### src/rtl/tcws_pkg.sv
// Shared types and constants for the tick counter wake-up scheduler.
// Has no dependencies. The scheduler core and the top level import it.
package tcws_pkg;

  localparam int unsigned CntW  = 16;
  localparam int unsigned OvfW  = 48;
  localparam int unsigned TimeW = CntW + OvfW;

  // Item command codes
  typedef enum logic [1:0] {
    CMD_TICK  = 2'd0,
    CMD_READ  = 2'd1,
    CMD_SCHED = 2'd2
  } cmd_e;

  // Latency class returned by a schedule
  typedef enum logic [1:0] {
    CLS_NONE = 2'd0,
    CLS_LOW  = 2'd1,
    CLS_HIGH = 2'd2
  } cls_e;

  // Configuration register indexes
  localparam logic [1:0] CFG_NOW_THR   = 2'd0;
  localparam logic [1:0] CFG_SLEEP_LAT = 2'd1;
  localparam logic [1:0] CFG_WAKE_LAT  = 2'd2;

  // Configuration reset values
  localparam logic [CntW-1:0] NowThrRst   = 16'd5;
  localparam logic [CntW-1:0] SleepLatRst = 16'd100;
  localparam logic [CntW-1:0] WakeLatRst  = 16'd50;

  // Configuration register set
  typedef struct packed {
    logic [CntW-1:0] now_thr;
    logic [CntW-1:0] sleep_lat;
    logic [CntW-1:0] wake_lat;
  } cfg_t;

  // Schedule decision handed back to the top level
  typedef struct packed {
    cls_e            cls;
    logic            disarm;
    logic            arm;
    logic [CntW-1:0] arm_val;
  } sched_t;

endpackage

### src/rtl/tcws_sched.sv
// Schedule decision logic: target minus current time, class and compare value.
// Depends on tcws_pkg. Pure combinational, used by tick_counter_wakeup_scheduler.
module tcws_sched (
  input  logic [tcws_pkg::TimeW-1:0] target_i,
  input  logic [tcws_pkg::TimeW-1:0] now_i,
  input  logic [tcws_pkg::CntW-1:0]  low_count_i,
  input  logic                       sleep_veto_i,
  input  tcws_pkg::cfg_t             cfg_i,
  output tcws_pkg::sched_t           sched_o
);
  import tcws_pkg::*;

  logic [TimeW-1:0] diff;
  logic             neg;
  logic             hi_zero16;
  logic             hi_zero17;
  logic             below_thr;
  logic [CntW:0]    lat_sum;
  logic             below_lat;
  logic [CntW:0]    v_low;
  logic             fits_low;
  logic [CntW+2:0]  v_high;
  logic             fits_high;

  // Distance to the deadline, signed
  assign diff      = target_i - now_i;
  assign neg       = diff[TimeW-1];
  assign hi_zero16 = (diff[TimeW-1:CntW] == '0);
  assign hi_zero17 = (diff[TimeW-1:CntW+1] == '0);

  assign below_thr = hi_zero16 && (diff[CntW-1:0] < cfg_i.now_thr);
  assign lat_sum   = {1'b0, cfg_i.sleep_lat} + {1'b0, cfg_i.wake_lat};
  assign below_lat = hi_zero17 && (diff[CntW:0] < lat_sum);

  // Exact compare point
  assign v_low    = {1'b0, diff[CntW-1:0]} + {1'b0, low_count_i};
  assign fits_low = hi_zero16 && !v_low[CntW];

  // Early compare point; diff >= wake latency on this branch, so no underflow
  assign v_high    = {2'b00, diff[CntW:0]} + {3'b000, low_count_i}
                   - {3'b000, cfg_i.wake_lat};
  assign fits_high = hi_zero17 && (v_high[CntW+2:CntW] == 3'b000);

  always_comb begin
    sched_o = '{cls: CLS_NONE, disarm: 1'b0, arm: 1'b0, arm_val: '0};
    if (neg || below_thr) begin
      sched_o.disarm = 1'b1;
    end else if (below_lat || sleep_veto_i) begin
      sched_o.cls     = CLS_LOW;
      sched_o.arm     = fits_low;
      sched_o.arm_val = v_low[CntW-1:0];
    end else begin
      sched_o.cls     = CLS_HIGH;
      sched_o.arm     = fits_high;
      sched_o.arm_val = v_high[CntW-1:0];
    end
  end

endmodule

### src/rtl/tick_counter_wakeup_scheduler.sv
// Extended 64-bit tick counter with wake-up compare: top level.
// Depends on tcws_pkg and tcws_sched.
//
//   channel | direction | handshake              | payload
//   --------+-----------+------------------------+------------------------------------
//   in      | input     | in_valid_i/in_stall_o  | command, target_time, sleep_veto
//   out     | output    | out_valid_o/out_stall_i| current_time, latency_class, armed, fire
//   cfg     | input     | cfg_valid_i/cfg_ready_o| cfg_index_i, cfg_data_i
//
// An item passes the input register, then one pass of the command logic
// into the result register. One item per cycle is sustained while the
// result is not stalled; the counter state loop (64-bit subtract plus
// compare into the state registers) sets it. Reset clears the count, the
// compare and both pipeline stages and loads the configuration defaults.
// A stalled result holds the pipeline; an empty input register still fills.
module tick_counter_wakeup_scheduler (
  input  logic                       clk_i,
  input  logic                       rst_ni,
  // item input
  input  logic                       in_valid_i,
  output logic                       in_stall_o,
  input  logic [1:0]                 command_i,
  input  logic [tcws_pkg::TimeW-1:0] target_time_i,
  input  logic                       sleep_veto_i,
  // result output
  output logic                       out_valid_o,
  input  logic                       out_stall_i,
  output logic [tcws_pkg::TimeW-1:0] current_time_o,
  output logic [1:0]                 latency_class_o,
  output logic                       compare_armed_o,
  output logic                       wakeup_fire_o,
  // configuration writes
  input  logic                       cfg_valid_i,
  output logic                       cfg_ready_o,
  input  logic [1:0]                 cfg_index_i,
  input  logic [tcws_pkg::CntW-1:0]  cfg_data_i
);
  import tcws_pkg::*;

  // input stage
  logic             s1_valid_q;
  logic [1:0]       cmd_q;
  logic [TimeW-1:0] target_q;
  logic             blocked_q;

  // result stage
  logic             out_valid_q;
  logic [TimeW-1:0] time_q;
  logic [1:0]       cls_q;
  logic             armed_q;
  logic             fire_q;

  // counter state
  logic [CntW-1:0]  low_q, low_d;
  logic [OvfW-1:0]  ovf_q, ovf_d;
  logic [CntW-1:0]  cmp_q, cmp_d;
  logic             en_q, en_d;
  cfg_t             cfg_q;

  logic             out_free;
  logic             adv;
  logic             in_acc;
  logic             fire_d;
  cls_e             cls_d;
  sched_t           sched;

  // handshake
  assign out_free    = !out_valid_q || !out_stall_i;
  assign adv         = s1_valid_q && out_free;
  assign in_stall_o  = s1_valid_q && !out_free;
  assign in_acc      = in_valid_i && !in_stall_o;
  assign cfg_ready_o = 1'b1;

  // configuration registers
  always_ff @(posedge clk_i or negedge rst_ni) begin
    if (!rst_ni) begin
      cfg_q <= '{now_thr: NowThrRst, sleep_lat: SleepLatRst, wake_lat: WakeLatRst};
    end else if (cfg_valid_i && cfg_ready_o) begin
      unique case (cfg_index_i)
        CFG_NOW_THR:   cfg_q.now_thr   <= cfg_data_i;
        CFG_SLEEP_LAT: cfg_q.sleep_lat <= cfg_data_i;
        CFG_WAKE_LAT:  cfg_q.wake_lat  <= cfg_data_i;
        default: ;
      endcase
    end
  end

  // input register
  always_ff @(posedge clk_i or negedge rst_ni) begin
    if (!rst_ni) begin
      s1_valid_q <= 1'b0;
    end else if (in_acc) begin
      s1_valid_q <= 1'b1;
    end else if (adv) begin
      s1_valid_q <= 1'b0;
    end
  end

  always_ff @(posedge clk_i) begin
    if (in_acc) begin
      cmd_q     <= command_i;
      target_q  <= target_time_i;
      blocked_q <= sleep_veto_i;
    end
  end

  tcws_sched u_sched (
    .target_i     (target_q),
    .now_i        ({ovf_q, low_q}),
    .low_count_i  (low_q),
    .sleep_veto_i (blocked_q),
    .cfg_i        (cfg_q),
    .sched_o      (sched)
  );

  // command execution
  always_comb begin
    low_d  = low_q;
    ovf_d  = ovf_q;
    cmp_d  = cmp_q;
    en_d   = en_q;
    fire_d = 1'b0;
    cls_d  = CLS_NONE;
    unique case (cmd_q)
      CMD_TICK: begin
        low_d = low_q + 1'b1;
        if (low_d == '0) begin
          ovf_d = ovf_q + 1'b1;
        end
        fire_d = en_q && (low_d == cmp_q);
      end
      CMD_SCHED: begin
        cls_d = sched.cls;
        if (sched.disarm) begin
          en_d = 1'b0;
        end else if (sched.arm) begin
          en_d  = 1'b1;
          cmp_d = sched.arm_val;
        end
      end
      default: ; // read, and the unused code, leave state alone
    endcase
  end

  // state and result registers
  always_ff @(posedge clk_i or negedge rst_ni) begin
    if (!rst_ni) begin
      low_q       <= '0;
      ovf_q       <= '0;
      cmp_q       <= '0;
      en_q        <= 1'b0;
      out_valid_q <= 1'b0;
    end else begin
      if (adv) begin
        low_q       <= low_d;
        ovf_q       <= ovf_d;
        cmp_q       <= cmp_d;
        en_q        <= en_d;
        out_valid_q <= 1'b1;
      end else if (out_free) begin
        out_valid_q <= 1'b0;
      end
    end
  end

  always_ff @(posedge clk_i) begin
    if (adv) begin
      time_q  <= {ovf_d, low_d};
      cls_q   <= cls_d;
      armed_q <= en_d;
      fire_q  <= fire_d;
    end
  end

  assign out_valid_o     = out_valid_q;
  assign current_time_o  = time_q;
  assign latency_class_o = cls_q;
  assign compare_armed_o = armed_q;
  assign wakeup_fire_o   = fire_q;

  // a match is only reported while the compare is armed
  a_fire_armed: assert property (@(posedge clk_i) disable iff (!rst_ni)
    out_valid_o && wakeup_fire_o |-> compare_armed_o)
    else $error("wakeup fire without armed compare");

  // a schedule of class none leaves the compare disarmed
  a_none_disarms: assert property (@(posedge clk_i) disable iff (!rst_ni)
    adv && (cmd_q == CMD_SCHED) && (sched.cls == CLS_NONE) |=> !en_q)
    else $error("class none did not disarm compare");

  // only a tick moves the time
  a_time_hold: assert property (@(posedge clk_i) disable iff (!rst_ni)
    adv && (cmd_q != CMD_TICK) |=> ({ovf_q, low_q} == $past({ovf_q, low_q})))
    else $error("time changed on a non-tick item");

endmodule
### config.mk
export PLATFORM = sky130hd
export DESIGN_NAME = tick_counter_wakeup_scheduler
export DESIGN_NICKNAME = d
export VERILOG_FILES = /design/src/rtl/tcws_pkg.sv /design/src/rtl/tcws_sched.sv /design/src/rtl/tick_counter_wakeup_scheduler.sv
export SDC_FILE = /design/constraint.sdc
export NUM_CORES = 1
export LEC_CHECK = 0
export BUFFER_PORTS_ARGS = -buffer_cell sky130_fd_sc_hd__buf_2
export CELL_PAD_IN_SITES_DETAIL_PLACEMENT = 0
export CELL_PAD_IN_SITES_GLOBAL_PLACEMENT = 1
export CORE_MARGIN = 1.5
export CORE_UTILIZATION = 25
export CTS_CLUSTER_DIAMETER = 60
export DETAILED_ROUTE_END_ITERATION = 10
export MAX_ROUTING_LAYER = met4
export PLACE_DENSITY = 0.56
export SYNTH_ARGS = -nofsm -noshare
export SYNTH_HDL_FRONTEND = slang
export SYNTH_SLANG_ARGS = --single-unit
### constraint.sdc
create_clock -name clk_i -period 10.9 [get_ports clk_i]
set_input_delay 2.18 -clock clk_i [delete_from_list [all_inputs] [get_ports clk_i]]
set_output_delay 2.18 -clock clk_i [all_outputs]
set_load 0.02 [all_outputs]
* Word level (Yosys, flattened, before mapping)
Index checks and enable logic that the tools add are counted.
** Storage, ports and cells
- Word-level logic and storage cells :: 74
- Output and inout bits :: 71
- Bits of input ports :: 90
- Register bits after elaboration :: 266
** Cells by class
- Reduce and logical (&&, ||, !) cells :: 29
- Order comparisons :: 2
- Multiplexer cells :: 14
- Add/subtract/negate cells :: 7
- Equality and inequality tests :: 4
- Bitwise operators :: 2
** Operators with widths (count)
- $mux W48 :: 2
- $sub A64 B64 Y64 :: 1
- $add A48 B1 Y48 const B :: 1
- $logic_not A48 Y1 :: 1
- $logic_not A47 Y1 :: 1
- $add A16 B16 Y17 :: 2
- $mux W17 :: 2
- $sub A19 B16 Y19 :: 1
- $add A17 B16 Y18 :: 1
- $lt A17 B17 Y1 :: 1
- $add A16 B1 Y16 const B :: 1
- $eq A16 B16 Y1 :: 1
- $logic_not A16 Y1 :: 1
- $lt A16 B16 Y1 :: 1
- $mux W16 :: 1
- $logic_and A1 B1 Y1 :: 8
- $mux W1 :: 8
- $reduce_and A2 Y1 :: 3
- $logic_not A1 Y1 :: 5
- $eq A2 B2 Y1 const B :: 2
- $logic_not A2 Y1 :: 2
- $reduce_and A4 Y1 :: 1
- $reduce_bool A2 Y1 :: 2
- $logic_not A3 Y1 :: 1
- 5 further kinds :: 8

* Longest topological paths before layout
- Depth in word-level cells :: 10
- Mapped depth :: 28
- Gate-level depth less buffers :: 27

* Hierarchy
From an unflattened synthesis, not the netlist that was laid out.
** Unflattened totals
- Cells, all modules :: 2071
- Area, all modules :: 19617.6 µm²
** By module, submodules not included
- tick_counter_wakeup_scheduler :: sequential area each 7342.0 µm², times used 1, area an instance 11349.6 µm², cells an instance 859
- tcws_sched :: sequential area each 0.0 µm², times used 1, area an instance 8267.9 µm², cells an instance 1212

* Worst setup path after synthesis
OpenSTA, ideal clock, no wires.
- Path type :: register to register
- Start :: register low_q[8]
- End :: register cmp_q[10]
- Path slack :: 5.251 ns
- Cell stages (with the launch flop) :: 25
- Arrival :: 5.521 ns
- Period minus slack after synthesis :: 5.649 ns
- Data required time :: 10.772 ns
- Path through :: dfrtp_1 clkbuf_1 inv_1 ha_1 buf_6 and3_4 a221o_1 a21o_1 xor2_1 ha_1 or3_1 o21ai_0 nor2_1 xor2_1 ha_1 and4_1 a221oi_1 o21ai_0 a21o_1 xnor2_1 o211ai_1 and3_1 nand3_2 buf_2 mux2_1
** On the way
- Longest elaborated chain between the ends :: 8
- Elaborated cells on any way between the ends :: 21
- Classes of those cells :: add/sub (4); order compare (2); mux (3); bitwise (1); reduce/logical (11)
** RTL lines
- start: declaration :: RTL line tick_counter_wakeup_scheduler.sv:54 : logic [CntW-1:0] low_q, low_d;
- start signal: assignment :: RTL line tick_counter_wakeup_scheduler.sv:155 : low_q <= low_d;
- $sub A64 B64 Y64 :: RTL line tcws_sched.sv:26 : assign diff = target_i - now_i;
- $add A17 B16 Y18 :: RTL line tcws_sched.sv:40 : assign v_high = {2'b00, diff[CntW:0]} + {3'b000, low_count_i}
- $sub A19 B16 Y19 :: RTL line tcws_sched.sv:41 : - {3'b000, cfg_i.wake_lat};
- $logic_not A3 Y1 :: RTL line tcws_sched.sv:42 : assign fits_high = hi_zero17 && (v_high[CntW+2:CntW] == 3'b000);
- $logic_and A1 B1 Y1 :: RTL line tcws_sched.sv:42
- $mux W17 :: RTL line tcws_sched.sv:48 : end else if (below_lat || sleep_veto_i) begin
- $mux W17 :: RTL line tcws_sched.sv:46 : if (neg || below_thr) begin
- $reduce_and A4 Y1 (no line)
- end signal: assignment :: RTL line tick_counter_wakeup_scheduler.sv:157 : cmp_q <= cmp_d;
- end: declaration :: RTL line tick_counter_wakeup_scheduler.sv:56 : logic [CntW-1:0] cmp_q, cmp_d;
Several ways; a longest one is shown, not always the timed one.
A chain may end at the register's enable or synchronous reset.

* Worst setup path in the final report
- Start :: register low_q[0]
- End :: register cmp_q[11]
The elaborated chain is that of the path after synthesis.

==> run_results.csv <==
group,metric,value,unit
die,core,74800,µm²
place,place.gp.congestion,0.924,
status,status,"finished, final reports clean",
die,initial_core_util,25.4,%
die,rows,100,
clocking,cts_hold_buf,0,
global_route,grt-ovfl-total,0,
job,drv_cap,0,
layout,drive_above_1_share,14.9,%
sta,tightest_slew,1.18,ns
global_route,grt_usage,16.5,%
clocking,post-cts-setup-buffers,0,
sta,skew,0.0162,ns
worst_setup_path,critical_path.startpoint_type,"register",
clocking,cts.sinks,266,
die,die_w,279,µm
drt,avgRoutedWirePerCell,19.9,µm
drt,drc,0,
drt,vias,15500,
layout,final_common_cell,"xnor2_1",
clocking,cts_resized,0,
power_and_ir_drop,p_leak,0.00882,µW
layout,most-common-layout-cells,"194 x xnor2_1, 165 x nand2_1, 158 x buf_2",
die,dieArea,77600,µm²
power_and_ir_drop,power.density,188,nW/µm²
place,dp_hpwl,49900,µm
yosys,yosysSeqAreaShare,38.7,%
clocking,cts_buffer_depth,3,
layout,area_growth,16.5,%
yosys,netlist_instances,2000,
die,io_pins,161,
yosys,syn-num-nets,2240,
yosys,synth_warnings,0,
sta,period_minus_slack,7.11,ns
yosys,synth_top_area_share,21.4,%
global_route,grt_pass1_vias,15500,
drt,drtPass1Iterations,8,
global_route,grt_pass1_wl,95700,µm
clocking,cts-htree-levels,2,
yosys,synthTopCellsByArea,"edfxtp_1 21%, dfrtp_1 16%, ha_1 9.6%",
layout,fin_nets,2386,
sta,rsz0062_at_grt,"no",
worst_setup_path,cp_data_required_time,11.33,ns
sta,fin_crit_sh,65.2,%
clocking,cts.reportedPaths.clkPinSlew,0.06,ns
drt,detail_route.iter0.violations,989,
clocking,cts_buffers,40,
drt,via_per_inst,4.93,
global_route,antenna_found_initial,1,
worst_setup_path,path_max_fanout,17,
sta,setup_viol,0,
layout,fillers,7871,
place,portBuffers,159,
clocking,cts_root_buffer,"clkbuf_16",
yosys,synth.cell_area,19000,µm²
drt,drtAntennaViolNets,0,
sta,fmax,141,MHz
sta,hold_violations,0,
die,die_h,279,µm
yosys,syn_avg_cell_area,9.49,µm²
sta,slew_headroom,20.4,%
sta,maxSlewViolCount,0,
yosys,synthFlopType,"edfxtp_1",
yosys,ys_ff_latch,266,
yosys,ys_types,99,
min_path,min_path_type,"reg -> reg",
power_and_ir_drop,finalPower,4150,µW
yosys,synth_edf_count,135,
clocking,clk_latency,0.56,ns
drt,wl,62600,µm
yosys,async_reset_ff_share,49.2,%
sta,tns,0,ns
worst_setup_path,cp.arrival,7.53,ns
clocking,cts_tree,"done",
power_and_ir_drop,irDropWorstVdd,0.130,mV
global_route,grt_start_max_net_pins,78,
worst_setup_path,crit_type,"reg -> reg",
worst_setup_path,cp-end-kind,"register",
yosys,synth_largest_area_cell,"edfxtp_1",
-- flip-flops by register name, summed over array words and instances (netlist names), 2 cells and up --
name             count
cmp_q               16
low_q               16
cfg_q               48
cmd_q                2
latency_class_o      2
ovf_q               48
target_q            64
current_time_o      64
-- final timing paths --
kind	from	end	cells past startpoint	slack [ns]
setup / recovery	low_q[0]	cmp_q[11]	25	3.79
hold / removal	s1_valid_q	out_valid_o	1	0.49
setup reg to reg	low_q[0]	cmp_q[11]	25	3.79
hold reg to reg	s1_valid_q	out_valid_o	1	0.49
max in group asynchronous	rst_ni	low_q[11]	2	7.82
min in group asynchronous	rst_ni	cfg_q[46]	1	1.70
-- Yosys cell counts (5+ instances only) --
cell	number
nor2_1	154
inv_1	130
a21boi_0	6
xor2_1	39
xnor2_1	194
mux2_1	8
buf_2	18
nand3_1	54
a211oi_1	15
o21bai_1	16
and2_1	18
nand2b_1	13
dfstp_2	8
nand2_1	165
mux2i_1	10
nor2b_1	16
nor3b_1	7
a31oi_1	12
or3_1	10
o211ai_1	16
nor4_1	19
o31ai_1	9
o31a_1	5
ha_1	146
and3_1	18
o21ai_0	91
a32oi_1	5
mux2_2	56
o21a_1	26
or4_1	10
edfxtp_1	135
clkbuf_1	39
dfrtp_1	123
and4_1	9
o2111ai_1	5
nand4_1	50
a21oi_1	141
nor3_1	53
a211o_1	9
a21o_1	38
-- stage by stage --
stage          cells  hold WS [ns]  utilization, %  setup WS [ns]  cell area, µm²
6_report        3148         0.486            29.6           3.79           22100
5_1_grt         3148         0.518            29.6           3.29           22100
4_1_cts         3147         0.490            29.6           3.78           22100
3_5_place_dp    3073         0.480            27.8           3.84           20800
3_3_place_gp    3073         0.475            27.8           4.03           20800
2_1_floorplan   2000         0.457               -           5.25           19000
-- where the power goes --
part	switching [µW]	leakage [µW]	total, µW	internal [µW]
Combinational	941	0.00540	1660	716
Clock	501	0.000649	1290	788
Sequential	58.7	0.00277	1200	1140
Total	1500	0.00882	4150	2650
-- layout make-up --
cell class	count	area, µm²	area share [%]
multi-input combinational	1537	10900	49.1
sequential	266	7340	33.2
tap	969	1210	5.48
clock buffer	51	1080	4.90
timing repair buffer	168	870	3.93
inverter	133	502	2.27
clock inverter	23	256	1.16
antenna	1	2.50	0.0113
-- cell families after synthesis --
logic type | count (synthesis) | synth area share [%]
fa+ha+maj | 150 | 10.0
buf+inv | 197 | 4.22
simple gates | 622 | 16.3
xor+xnor | 233 | 10.7
compound gates | 457 | 15.7
other cells | 1 | 0.0198
flops | 266 | 38.7
mux | 74 | 4.32
-- worst max-delay path, cell delays in order (launching register included) --
cell and delay, ns:
dfrtp_1 0.57, ha_1 0.28, inv_1 0.09, fa_1 0.46, a21oi_1 0.27, o22ai_1 0.22, nor2_1 0.20, o21ai_0 0.12
xor2_1 0.42, ha_1 0.38, and4_1 0.22, nand2_1 0.07, o21ai_0 0.13, o31ai_1 0.59, nand2b_1 0.11, a21oi_1 0.19
xnor2_1 0.11, ha_1 0.39, a21oi_1 0.09, o22ai_1 0.25, o21ai_0 0.17, a311o_1 0.38, o211ai_1 0.11, and3_1 0.21
nand3_2 0.41, mux2_1 0.51
-- metal layers --
metal / part of all wire, % / vias up / track usage, % / wire length, µm
li1: - / 7567 / - / -
met1: 49 / 7462 / 23.0 / 30700
met2: 44 / 412 / 25.0 / 27500
met3: 5.0 / 68 / 2.60 / 3150
met4: 1.9 / 0 / 3.69 / 1180
met5: 0 / - / - / 0
Note: power is estimated with default switching activity, not from simulation.
